--- src/rtl/core/modbus_register_slave_pdu_assert.svh ---
// assertion macros, clocked on clock and disabled during reset
`ifndef MODBUS_REGISTER_SLAVE_PDU_ASSERT_SVH
`define MODBUS_REGISTER_SLAVE_PDU_ASSERT_SVH
`ifndef SYNTHESIS
`define MRSP_ASSERT(lbl, prop) \
   lbl: assert property (@(posedge clock) disable iff (reset) (prop)) \
      else $error("assertion failed");
`define MRSP_ASSERT_IMPL(lbl, ante, cons) \
   lbl: assert property (@(posedge clock) disable iff (reset) (ante) |-> (cons)) \
      else $error("assertion failed");
`else
`define MRSP_ASSERT(lbl, prop)
`define MRSP_ASSERT_IMPL(lbl, ante, cons)
`endif
`endif

--- src/rtl/core/mrsp_pkg.sv ---
`default_nettype none
package mrsp_pkg;
   localparam int NUM_REGS_DEF = 64;
   localparam int MASK_W = 64;
   localparam int MASK_IW = 6;
   localparam int FQ_DEPTH = 4;
   localparam int OQ_DEPTH = 4;

   localparam logic [7:0] FC_READ = 8'h03;
   localparam logic [7:0] FC_WRITE = 8'h10;
   localparam logic [15:0] MAX_READ_QTY = 16'h007D;
   localparam logic [15:0] MAX_WRITE_QTY = 16'h007B;
   localparam logic [7:0] EXC_OFFSET = 8'h80;

   localparam logic CMD_REQ = 1'b0;
   localparam logic CMD_PULL = 1'b1;

   localparam logic [1:0] CSR_MASK = 2'd0;
   localparam logic [1:0] CSR_EXC_FN = 2'd1;
   localparam logic [1:0] CSR_EXC_ADDR = 2'd2;
   localparam logic [1:0] CSR_EXC_QTY = 2'd3;

   typedef struct packed {
      logic       cmd;
      logic [7:0] in_byte;
      logic       in_last;
   } req_item_type;

   typedef struct packed {
      logic       out_valid;
      logic [7:0] out_byte;
      logic       out_last;
   } rsp_item_type;

   typedef struct packed {
      req_item_type item;
      logic [7:0]   pos;
   } fq_entry_type;

   typedef struct packed {
      logic [MASK_W-1:0] mask;
      logic [7:0]        exc_fn;
      logic [7:0]        exc_addr;
      logic [7:0]        exc_qty;
   } cfg_type;

   typedef enum logic {
      BK_RUN,
      BK_FILL
   } back_state_type;

   function automatic logic qty_bad_read(logic [15:0] q);
      return (q == 16'd0) || (q > MAX_READ_QTY);
   endfunction

   function automatic logic qty_bad_write(logic [15:0] q, logic [7:0] dbc);
      return (q == 16'd0) || (q > MAX_WRITE_QTY) || ({9'd0, dbc} != {q, 1'b0});
   endfunction

   function automatic logic range_bad(logic [15:0] start, logic [15:0] q, logic [16:0] num);
      return ({1'b0, start} + {1'b0, q}) > num;
   endfunction
endpackage
`default_nettype wire

--- src/rtl/core/modbus_register_slave_pdu.sv ---
// a pull item's result is registered in the s2 stage, then written into the output queue
// throughput: one item per cycle; pulls wait for output queue room, and after a write
// request's last byte, items wait as the single register store port zero-fills the rest
// reset: synchronous, clears control state, registers read as zero until written
// configuration resets to mask 0 and exception codes 1, 2, 3
`default_nettype none
module modbus_register_slave_pdu #(
   parameter int NUM_REGS = mrsp_pkg::NUM_REGS_DEF
) (
   input  wire                    clock,
   input  wire                    reset,
   input  wire                    push,
   output logic                   full,
   input  mrsp_pkg::req_item_type req_item,
   output logic                   empty,
   input  wire                    pop,
   output mrsp_pkg::rsp_item_type rsp_item,
   input  wire                    psel,
   input  wire                    penable,
   input  wire                    pwrite,
   input  wire [4:0]              paddr,
   input  wire [63:0]             pwdata,
   output logic [63:0]            prdata,
   output logic                   pready
);
   logic [63:0] mask_ff;
   logic [7:0]  exc_fn_ff, exc_addr_ff, exc_qty_ff;
   mrsp_pkg::cfg_type cfg;
   logic        head_valid, deq, oq_wr;
   mrsp_pkg::fq_entry_type head;
   mrsp_pkg::rsp_item_type oq_item;
   logic [$clog2(mrsp_pkg::OQ_DEPTH+1)-1:0] oq_level;

   assign pready = 1'b1;
   assign cfg = '{mask: mask_ff, exc_fn: exc_fn_ff, exc_addr: exc_addr_ff,
                  exc_qty: exc_qty_ff};

   always_ff @(posedge clock) begin
      if (reset) begin
         mask_ff <= 64'd0;
         exc_fn_ff <= 8'd1;
         exc_addr_ff <= 8'd2;
         exc_qty_ff <= 8'd3;
      end else if (psel && penable && pwrite) begin
         unique case (paddr[4:3])
            mrsp_pkg::CSR_MASK: mask_ff <= pwdata;
            mrsp_pkg::CSR_EXC_FN: exc_fn_ff <= pwdata[7:0];
            mrsp_pkg::CSR_EXC_ADDR: exc_addr_ff <= pwdata[7:0];
            mrsp_pkg::CSR_EXC_QTY: exc_qty_ff <= pwdata[7:0];
         endcase
      end
   end

   always_comb begin
      unique case (paddr[4:3])
         mrsp_pkg::CSR_MASK: prdata = mask_ff;
         mrsp_pkg::CSR_EXC_FN: prdata = {56'd0, exc_fn_ff};
         mrsp_pkg::CSR_EXC_ADDR: prdata = {56'd0, exc_addr_ff};
         mrsp_pkg::CSR_EXC_QTY: prdata = {56'd0, exc_qty_ff};
      endcase
   end

   mrsp_front u_front (
      .clock      (clock),
      .reset      (reset),
      .push       (push),
      .full       (full),
      .req_item   (req_item),
      .deq        (deq),
      .head_valid (head_valid),
      .head       (head)
   );

   mrsp_back #(.NUM_REGS(NUM_REGS)) u_back (
      .clock      (clock),
      .reset      (reset),
      .cfg        (cfg),
      .head_valid (head_valid),
      .head       (head),
      .deq        (deq),
      .oq_level   (oq_level),
      .oq_wr      (oq_wr),
      .oq_item    (oq_item)
   );

   mrsp_outq u_outq (
      .clock    (clock),
      .reset    (reset),
      .wr       (oq_wr),
      .wr_item  (oq_item),
      .level    (oq_level),
      .empty    (empty),
      .pop      (pop),
      .rsp_item (rsp_item)
   );
endmodule
`default_nettype wire

--- src/rtl/core/mrsp_front.sv ---
`default_nettype none
module mrsp_front (
   input  wire                   clock,
   input  wire                   reset,
   input  wire                   push,
   output logic                  full,
   input  mrsp_pkg::req_item_type req_item,
   input  wire                   deq,
   output logic                  head_valid,
   output mrsp_pkg::fq_entry_type head
);
   localparam int AW = $clog2(mrsp_pkg::FQ_DEPTH);
   localparam int CW = $clog2(mrsp_pkg::FQ_DEPTH + 1);

   mrsp_pkg::fq_entry_type fq_ff [mrsp_pkg::FQ_DEPTH];
   logic [AW-1:0] wr_ptr_ff, wr_ptr_in, rd_ptr_ff, rd_ptr_in;
   logic [CW-1:0] count_ff, count_in;
   logic [7:0]    pos_ff, pos_in;
   logic          acc;
   logic          pop_ok;

   assign full = (count_ff == CW'(mrsp_pkg::FQ_DEPTH));
   assign head_valid = (count_ff != '0);
   assign head = fq_ff[rd_ptr_ff];
   assign acc = push && !full;
   assign pop_ok = deq && head_valid;

   // byte position within the current request
   always_comb begin
      pos_in = pos_ff;
      if (acc && (req_item.cmd == mrsp_pkg::CMD_REQ)) begin
         if (req_item.in_last) begin
            pos_in = 8'd0;
         end else if (pos_ff != 8'hFF) begin
            pos_in = pos_ff + 8'd1;
         end
      end
      wr_ptr_in = acc ? wr_ptr_ff + AW'(1) : wr_ptr_ff;
      rd_ptr_in = pop_ok ? rd_ptr_ff + AW'(1) : rd_ptr_ff;
      count_in = count_ff + CW'(acc) - CW'(pop_ok);
   end

   always_ff @(posedge clock) begin
      if (reset) begin
         pos_ff <= 8'd0;
         wr_ptr_ff <= '0;
         rd_ptr_ff <= '0;
         count_ff <= '0;
      end else begin
         pos_ff <= pos_in;
         wr_ptr_ff <= wr_ptr_in;
         rd_ptr_ff <= rd_ptr_in;
         count_ff <= count_in;
      end
   end

   always_ff @(posedge clock) begin
      if (acc) begin
         fq_ff[wr_ptr_ff] <= '{item: req_item, pos: pos_ff};
      end
   end
endmodule
`default_nettype wire

--- src/rtl/core/mrsp_outq.sv ---
`default_nettype none
module mrsp_outq (
   input  wire                    clock,
   input  wire                    reset,
   input  wire                    wr,
   input  mrsp_pkg::rsp_item_type wr_item,
   output logic [$clog2(mrsp_pkg::OQ_DEPTH+1)-1:0] level,
   output logic                   empty,
   input  wire                    pop,
   output mrsp_pkg::rsp_item_type rsp_item
);
   localparam int AW = $clog2(mrsp_pkg::OQ_DEPTH);
   localparam int CW = $clog2(mrsp_pkg::OQ_DEPTH + 1);

   mrsp_pkg::rsp_item_type oq_ff [mrsp_pkg::OQ_DEPTH];
   logic [AW-1:0] wr_ptr_ff, rd_ptr_ff;
   logic [CW-1:0] count_ff;
   logic          pop_ok;

   assign empty = (count_ff == '0);
   assign level = count_ff;
   assign rsp_item = oq_ff[rd_ptr_ff];
   assign pop_ok = pop && !empty;

   always_ff @(posedge clock) begin
      if (reset) begin
         wr_ptr_ff <= '0;
         rd_ptr_ff <= '0;
         count_ff <= '0;
      end else begin
         if (wr) begin
            wr_ptr_ff <= wr_ptr_ff + AW'(1);
         end
         if (pop_ok) begin
            rd_ptr_ff <= rd_ptr_ff + AW'(1);
         end
         count_ff <= count_ff + CW'(wr) - CW'(pop_ok);
      end
   end

   always_ff @(posedge clock) begin
      if (wr) begin
         oq_ff[wr_ptr_ff] <= wr_item;
      end
   end
endmodule
`default_nettype wire

--- src/rtl/core/mrsp_back.sv ---
`default_nettype none
`include "modbus_register_slave_pdu_assert.svh"
module mrsp_back #(
   parameter int NUM_REGS = mrsp_pkg::NUM_REGS_DEF
) (
   input  wire                    clock,
   input  wire                    reset,
   input  mrsp_pkg::cfg_type      cfg,
   input  wire                    head_valid,
   input  mrsp_pkg::fq_entry_type head,
   output logic                   deq,
   input  wire [$clog2(mrsp_pkg::OQ_DEPTH+1)-1:0] oq_level,
   output logic                   oq_wr,
   output mrsp_pkg::rsp_item_type oq_item
);
   localparam int AW = (NUM_REGS > 1) ? $clog2(NUM_REGS) : 1;
   localparam int LW = $clog2(mrsp_pkg::OQ_DEPTH + 1);
   localparam logic [16:0] NUM_W = 17'(NUM_REGS);

   logic [15:0] regs_mem [NUM_REGS];
   logic [NUM_REGS-1:0] vld_ff;

   mrsp_pkg::back_state_type state_ff, state_in;
   logic [7:0]  fc_ff, fc_in;
   logic [15:0] start_ff, start_in;
   logic [15:0] qty_ff, qty_in;
   logic [7:0]  dbc_ff, dbc_in;
   logic [7:0]  held_ff, held_in;
   logic [6:0]  wc_ff, wc_in;
   logic [7:0]  ec_ff, ec_in;
   logic        err_ff, err_in;
   logic        pend_ff, pend_in;
   logic [7:0]  rpos_ff, rpos_in;

   logic        s2_valid_ff, s2_valid_in;
   logic        s2_rv_ff, s2_rv_in;
   logic [7:0]  s2_byte_ff, s2_byte_in;
   logic        s2_last_ff, s2_last_in;
   logic        s2_mem_ff, s2_mem_in;
   logic        s2_lo_ff, s2_lo_in;
   logic        s2_inr_ff, s2_inr_in;
   logic [15:0] rd_data_ff;
   logic        rd_vld_ff;

   logic        is_req, lst, run_take, pull_go, space;
   logic [7:0]  pos, posa, b;
   logic [7:0]  a_fc;
   logic        a_err;
   logic        take_st, fin_st, st_en, st_act, st_ok, wr_en, st_raise;
   logic        fill_act;
   logic [15:0] st_val;
   logic [16:0] st_reg;
   logic [7:0]  rel;
   logic [16:0] rreg;
   logic [AW-1:0] rd_idx;
   logic [7:0]  rd_byte;

   assign is_req = (head.item.cmd == mrsp_pkg::CMD_REQ);
   assign lst = head.item.in_last;
   assign pos = head.pos;
   assign b = head.item.in_byte;
   assign posa = (pos == 8'hFF) ? 8'hFF : pos + 8'd1;
   assign space = ({1'b0, oq_level} + (LW + 1)'(s2_valid_ff)) < (LW + 1)'(mrsp_pkg::OQ_DEPTH);
   assign run_take = head_valid && (state_ff == mrsp_pkg::BK_RUN) && is_req;
   assign pull_go = head_valid && (state_ff == mrsp_pkg::BK_RUN) && !is_req && space;
   assign deq = run_take || pull_go;

   assign a_fc = (pos == 8'd0) ? b : fc_ff;
   assign a_err = (pos == 8'd0) ? ((b != mrsp_pkg::FC_READ) && (b != mrsp_pkg::FC_WRITE))
                                : err_ff;

   // register store unit
   assign take_st = run_take && (pos >= 8'd6) && (a_fc == mrsp_pkg::FC_WRITE) && !a_err
                    && pos[0];
   assign fin_st = run_take && lst && (a_fc == mrsp_pkg::FC_WRITE) && !a_err
                   && (posa > 8'd6) && posa[0];
   assign st_en = take_st || fin_st || (state_ff == mrsp_pkg::BK_FILL);
   assign st_val = take_st ? {held_ff, b} : (fin_st ? {b, 8'h00} : 16'h0000);
   assign st_act = st_en && !err_ff && ({9'd0, wc_ff} < qty_ff);
   assign st_reg = {1'b0, start_ff} + {10'd0, wc_ff};
   assign st_ok = (st_reg < NUM_W) && cfg.mask[st_reg[mrsp_pkg::MASK_IW-1:0]];
   assign wr_en = st_act && st_ok;
   assign st_raise = st_act && !st_ok;
   assign fill_act = (state_ff == mrsp_pkg::BK_FILL) && st_act;

   // response byte address
   assign rel = rpos_ff - 8'd2;
   assign rreg = {1'b0, start_ff} + {10'd0, rel[7:1]};
   assign rd_idx = rreg[AW-1:0];

   always_comb begin
      state_in = state_ff;
      fc_in = fc_ff;
      start_in = start_ff;
      qty_in = qty_ff;
      dbc_in = dbc_ff;
      held_in = held_ff;
      wc_in = wc_ff;
      ec_in = ec_ff;
      err_in = err_ff;
      pend_in = pend_ff;
      rpos_in = rpos_ff;
      s2_valid_in = 1'b0;
      s2_rv_in = 1'b0;
      s2_byte_in = 8'd0;
      s2_last_in = 1'b0;
      s2_mem_in = 1'b0;
      s2_lo_in = rpos_ff[0];
      s2_inr_in = rreg < NUM_W;
      if (run_take) begin
         unique case (pos)
            8'd0: begin
               fc_in = b;
               start_in = 16'd0;
               qty_in = 16'd0;
               dbc_in = 8'd0;
               held_in = 8'd0;
               wc_in = 7'd0;
               ec_in = 8'd0;
               err_in = a_err;
               if (a_err) begin
                  ec_in = cfg.exc_fn;
               end
            end
            8'd1: start_in = {b, 8'h00};
            8'd2: start_in = {start_ff[15:8], b};
            8'd3: qty_in = {b, 8'h00};
            8'd4: qty_in = {qty_ff[15:8], b};
            8'd5: dbc_in = b;
            default: begin
               if ((a_fc == mrsp_pkg::FC_WRITE) && !a_err && !pos[0]) begin
                  held_in = b;
               end
            end
         endcase
         if ((a_fc == mrsp_pkg::FC_WRITE) && !a_err
             && ((pos == 8'd5) || (lst && (posa < 8'd6)))) begin
            if (mrsp_pkg::qty_bad_write(qty_in, dbc_in)) begin
               err_in = 1'b1;
               ec_in = cfg.exc_qty;
            end else if (mrsp_pkg::range_bad(start_in, qty_in, NUM_W)) begin
               err_in = 1'b1;
               ec_in = cfg.exc_addr;
            end
         end
         if (lst && (a_fc == mrsp_pkg::FC_READ) && !a_err) begin
            if (mrsp_pkg::qty_bad_read(qty_in)) begin
               err_in = 1'b1;
               ec_in = cfg.exc_qty;
            end else if (mrsp_pkg::range_bad(start_in, qty_in, NUM_W)) begin
               err_in = 1'b1;
               ec_in = cfg.exc_addr;
            end
         end
         if (lst) begin
            pend_in = 1'b1;
            rpos_in = 8'd0;
            if (a_fc == mrsp_pkg::FC_WRITE) begin
               state_in = mrsp_pkg::BK_FILL;
            end
         end else begin
            pend_in = 1'b0;
         end
      end
      if (state_ff == mrsp_pkg::BK_FILL && !st_act) begin
         state_in = mrsp_pkg::BK_RUN;
      end
      if (st_raise) begin
         err_in = 1'b1;
         ec_in = cfg.exc_addr;
      end
      if (wr_en) begin
         wc_in = wc_ff + 7'd1;
      end
      if (pull_go) begin
         s2_valid_in = 1'b1;
         if (pend_ff) begin
            s2_rv_in = 1'b1;
            if (err_ff) begin
               s2_last_in = (rpos_ff >= 8'd1);
               s2_byte_in = (rpos_ff == 8'd0) ? fc_ff + mrsp_pkg::EXC_OFFSET : ec_ff;
            end else if (fc_ff == mrsp_pkg::FC_WRITE) begin
               s2_last_in = (rpos_ff >= 8'd4);
               unique case (rpos_ff)
                  8'd0: s2_byte_in = fc_ff;
                  8'd1: s2_byte_in = start_ff[15:8];
                  8'd2: s2_byte_in = start_ff[7:0];
                  8'd3: s2_byte_in = qty_ff[15:8];
                  default: s2_byte_in = qty_ff[7:0];
               endcase
            end else begin
               s2_last_in = ({9'd0, rpos_ff} + 17'd1) >= (17'd2 + {qty_ff, 1'b0});
               if (rpos_ff == 8'd0) begin
                  s2_byte_in = fc_ff;
               end else if (rpos_ff == 8'd1) begin
                  s2_byte_in = {qty_ff[6:0], 1'b0};
               end else begin
                  s2_mem_in = 1'b1;
               end
            end
            if (s2_last_in) begin
               pend_in = 1'b0;
               rpos_in = 8'd0;
            end else if (rpos_ff != 8'hFF) begin
               rpos_in = rpos_ff + 8'd1;
            end
         end
      end
   end

   always_ff @(posedge clock) begin
      if (reset) begin
         state_ff <= mrsp_pkg::BK_RUN;
      end else begin
         state_ff <= state_in;
      end
   end

   always_ff @(posedge clock) begin
      if (reset) begin
         fc_ff <= 8'd0;
         start_ff <= 16'd0;
         qty_ff <= 16'd0;
         dbc_ff <= 8'd0;
         held_ff <= 8'd0;
         wc_ff <= 7'd0;
         ec_ff <= 8'd0;
         err_ff <= 1'b0;
         pend_ff <= 1'b0;
         rpos_ff <= 8'd0;
         s2_valid_ff <= 1'b0;
         vld_ff <= '0;
      end else begin
         fc_ff <= fc_in;
         start_ff <= start_in;
         qty_ff <= qty_in;
         dbc_ff <= dbc_in;
         held_ff <= held_in;
         wc_ff <= wc_in;
         ec_ff <= ec_in;
         err_ff <= err_in;
         pend_ff <= pend_in;
         rpos_ff <= rpos_in;
         s2_valid_ff <= s2_valid_in;
         if (wr_en) begin
            vld_ff[st_reg[AW-1:0]] <= 1'b1;
         end
      end
   end

   always_ff @(posedge clock) begin
      s2_rv_ff <= s2_rv_in;
      s2_byte_ff <= s2_byte_in;
      s2_last_ff <= s2_last_in;
      s2_mem_ff <= s2_mem_in;
      s2_lo_ff <= s2_lo_in;
      s2_inr_ff <= s2_inr_in;
      rd_vld_ff <= vld_ff[rd_idx];
   end

   always_ff @(posedge clock) begin
      if (wr_en) begin
         regs_mem[st_reg[AW-1:0]] <= st_val;
      end
      rd_data_ff <= regs_mem[rd_idx];
   end

   // registers never written read as zero
   assign rd_byte = (s2_inr_ff && rd_vld_ff) ? (s2_lo_ff ? rd_data_ff[7:0] : rd_data_ff[15:8])
                                             : 8'd0;
   assign oq_wr = s2_valid_ff;
   assign oq_item = '{out_valid: s2_rv_ff,
                      out_byte: s2_mem_ff ? rd_byte : s2_byte_ff,
                      out_last: s2_last_ff};

   `MRSP_ASSERT_IMPL(a_store_writable, wr_en, (st_reg < NUM_W) && cfg.mask[st_reg[5:0]])
   `MRSP_ASSERT_IMPL(a_outq_room, s2_valid_ff, oq_level < LW'(mrsp_pkg::OQ_DEPTH))
   `MRSP_ASSERT(a_fill_progress, fill_act |=> (wc_ff == $past(wc_ff) + 7'd1) || err_ff)
endmodule
`default_nettype wire

--- config.mk ---
export PLATFORM = sky130hd
export DESIGN_NAME = modbus_register_slave_pdu
export DESIGN_NICKNAME = d
export VERILOG_FILES = /design/src/rtl/core/mrsp_pkg.sv /design/src/rtl/core/modbus_register_slave_pdu.sv /design/src/rtl/core/mrsp_front.sv /design/src/rtl/core/mrsp_outq.sv /design/src/rtl/core/mrsp_back.sv
export VERILOG_INCLUDE_DIRS = /design/src /design/src/rtl/core
export SDC_FILE = /design/constraint.sdc
export NUM_CORES = 2
export LEC_CHECK = 0
export BUFFER_PORTS_ARGS = -buffer_cell sky130_fd_sc_hd__buf_2
export CORE_MARGIN = 1
export CORE_UTILIZATION = 46
export CTS_BUF_LIST = sky130_fd_sc_hd__clkbuf_8
export DETAILED_ROUTE_END_ITERATION = 10
export PLACE_DENSITY = 0.64
export SLEW_MARGIN = 30
export SYNTH_ARGS = -nofsm -noshare
export SYNTH_HDL_FRONTEND = slang
export SYNTH_HIERARCHICAL = 1
export SYNTH_SLANG_ARGS = --single-unit
--- constraint.sdc ---
create_clock -name clock -period 6.84 [get_ports clock]
set_input_delay 1.026 -clock clock [delete_from_list [all_inputs] [get_ports clock]]
set_output_delay 1.026 -clock clock [all_outputs]
set_load 0.005 [all_outputs]
==> results_dict.tcl <==
set metrics [dict create \
    outcome "finished clean" \
    drive_gt1_share_pct 25.8 \
    finalSetupViolations 0 \
    grt_pass1_wl_um 227000 \
    cts_buffer_depth 3 \
    cts_made_buffers 225 \
    grt_pass1_vias 34883 \
    die_x_um 366 \
    worstPathBufferInverterCount 4 \
    crit_family "compound AO/OA/AOI/OAI gates" \
    avgRoutedWirePerCell_um 25.5 \
    synth_area_leaders "edfxtp_1 (56%), mux4_2 (15%), dfxtp_1 (9.6%), ha_1 (1.4%), nor2_1 (1.4%)" \
    antenna_left 0 \
    crit_fanout 9 \
    syn_nets 3920 \
    vias 35348 \
    clkTransAtPathRegs_ns 0.06 \
    io_pins 163 \
    reg2reg_depth 19 \
    fin_area_um2 68700 \
    place_hpwl_um 96100 \
    cp.arrival_ns 7.18 \
    synthCells 3759 \
    cpPeakStageDelay_ns 0.58 \
    insertion_delay_ns 0.95 \
    yosys_most_used_dff "edfxtp_1" \
    cts_tree "done" \
    finalPower_mw 22.8 \
    grt_usage_pct 23.1 \
    rows 133 \
    h-tree-depth 4 \
    synth_seq_area_share_pct 65.7 \
    clock_skew_ns 0.0551 \
    synth_seq_cells 1427 \
    place_congestion 0.909 \
    min_path_type "input port to flip-flop" \
    path_cells "buf_4, mux4_2, inv_1, ha_1, o211ai_2, a22oi_1, inv_1, ha_1, nor2_1, a2111oi_0, o2111ai_1, a2111oi_0, buf_4, o2111a_1, o211ai_1, or4_1, or2_1, a21o_1, o31ai_1" \
    rsz0062_at_grt "false" \
    syn_area_um2 60800 \
    cts_sinks 1427 \
    ys_async_sr_fraction_pct 0 \
    grt_max_degree 146 \
    path_class "flip-flop to flip-flop" \
    sequentialPowerShare_pct 42.4 \
    leakage_nw 20.7 \
    crit_slowest_cell "a2111oi_0" \
    setup_tns_ns 0 \
    critPathLaunchType "flip-flop" \
    powerDensity_nw_per_um2 332 \
    root_buffer "clkbuf_8" \
    final_util_pct 52.3 \
    layout_commonest_cell "edfxtp_1" \
    ys_types 98 \
    syn_area_per_cell_um2 16.2 \
    cp_num_cells 19 \
    yosys_warnings 6 \
    drt_wl_total_um 153000 \
    layout_common_cells "edfxtp_1 (1136), mux4_2 (397), dfxtp_1 (291)" \
    peakVddDrop_mv 0.256 \
    pwr-share-clk_pct 30.5 \
    p_comb_share_pct 27.1 \
    fin_cells 6008 \
    vias_per_cell 5.88 \
    netlist.area_leader.share_pct 56.1 \
    slew_violations 0 \
    core_area_um2 131000 \
    crit_path_end_kind "flip-flop" \
    die_h_um 366 \
    slew_headroom_pct 31.8 \
    holdBufCountCts 0 \
    p_switching_mw 7.40 \
    drtPass1Iterations 7 \
    fin_nets 4217 \
    io_buffers 158 \
    max_clock_freq_ghz 0.158 \
    dpl_cell_area_um2 64200 \
    grt_overflow 0 \
    tightest_slew_ns 1.02 \
    swShare_pct 32.4 \
    finalHoldViolations 0 \
    critPathRequiredTime_ns 7.68 \
    syn_to_final_growth_pct 13.0 \
    start_util_pct 46.3 \
    drc 0 \
    synth_edf_count 1136 \
    period_share_pct 92.7 \
    placedCellCount 5579 \
    first_iter_violations 3274 \
    fin_crit_ns 6.34 \
    design.die.area_um2 134000 \
    synth_top_cell_by_area "edfxtp_1" \
    hold_depth 1 \
    internal_power_mw 15.4 \
    max_cap_violations 0 \
    antenna_found_initial 4 \
]
per-layer routing:
| metal | wire [µm] | track usage, % | vias to the layer above | part of all wire, % |
|---|---|---|---|---|
| li1 | - | - | 15507 | - |
| met1 | 63500 | 31.6 | 18314 | 41 |
| met2 | 75300 | 37.7 | 1292 | 49 |
| met3 | 10400 | 4.08 | 235 | 6.8 |
| met4 | 3990 | 7.44 | 0 | 2.6 |
| met5 | 0 | 0 | - | 0 |
path summary, 6_finish.rpt:
check                                 start                        endpoint  slack, ns
max reg2reg                       flip-flop    u_back/ec_ff[4]$_SDFFE_PP0P_       0.50
min                             req_item[3]  u_front/fq_ff[1][11]$_DFFE_PP_       0.32
max                               flip-flop    u_back/ec_ff[4]$_SDFFE_PP0P_       0.50
min reg2reg  u_back/held_ff[7]$_SDFFE_PP0P_  u_back/held_ff[7]$_SDFFE_PP0P_       0.46
timing repair:
item                       in CTS  in global routing
setup endpoints to repair       0                  7
setup buffers                   0                  3
gates resized for setup         0                  1
synthesized netlist by cell type (7+ instances only):
master    number
nand3b_1       8
clkbuf_1     161
and3_1        22
or3_1         12
o221ai_1       7
nand4b_1      58
a21oi_1      111
a31oi_1       17
o31ai_1       12
ha_1          70
xnor2_1       39
a21o_1        29
buf_1         35
edfxtp_1    1136
or4_1          8
nor3_1        45
o22ai_1       14
nor2b_1       26
nor2_1       220
mux2i_1       55
mux2_2        13
a22o_1        24
a211oi_1      25
nand2_1      167
mux4_2       397
nor4_1         9
and2_1        73
o21ai_1       14
a22oi_1       30
nand2b_1     107
buf_2         29
dfxtp_1      291
a41o_1        11
o21ai_0      104
o211ai_1       9
o21a_1        70
buf_6         11
nand3_1       52
or2_2         11
xor2_1        14
nand4_1       12
buf_4          9
inv_1         75
logic make-up (layout without fill, tap and decap cells):
group	Yosys count	count (layout)	share of synthesized area (%)
buffers and inverters	323	811	2.25
and+or+nand+nor	859	859	7.45
other	1	7	0.00617
AOI/OAI and AO/OA	552	552	6.25
xor gates and xnor gates	54	54	0.807
adders and majority gates	77	77	1.64
DFF	1427	1427	65.7
muxes	466	466	15.9
layout make-up:
| type | instances | area [µm²] |
|---|---|---|
| fill | 10678 | 62600 |
| sequential | 1427 | 39900 |
| multi-input combinational | 2009 | 19700 |
| clock buffer | 242 | 3330 |
| tap | 1755 | 2200 |
| timing repair buffer | 318 | 2130 |
| clock inverter | 176 | 1050 |
| inverter | 75 | 282 |
| antenna | 6 | 15.0 |
flip-flops by register name, summed over array words and instances (netlist names), 16 cells and up, named ones only:
| register | flops |
|---|---|
| u_back/regs_mem | 1024 |
| u_back/qty_ff | 16 |
| u_outq/oq_ff | 40 |
| u_back/start_ff | 16 |
| u_back/vld_ff | 64 |
| u_front/fq_ff | 72 |
| mask_ff | 64 |
| u_back/rd_data_ff | 16 |
power groups by stage:
stage / logic, mW / clock network, mW / registers [mW]
floorplan: 4.36 / 0 / 9.70
global placement: 6.14 / 0 / 9.85
detailed placement: 6.18 / 0 / 9.85
CTS: 6.21 / 7.12 / 9.67
global route: 6.60 / 7.48 / 9.69
finish: 6.19 / 6.95 / 9.67
per-stage QoR:
step / setup WS [ns] / hold slack, ns
final: 0.501 / 0.319
after global routing: 0.00788 / 0.242
after CTS: 0.433 / 0.212
after detailed placement: 0.475 / 0.448
after global placement: 0.517 / 0.440
after floorplan: 1.21 / 0.430
Power figures use the tool's default switching activity.
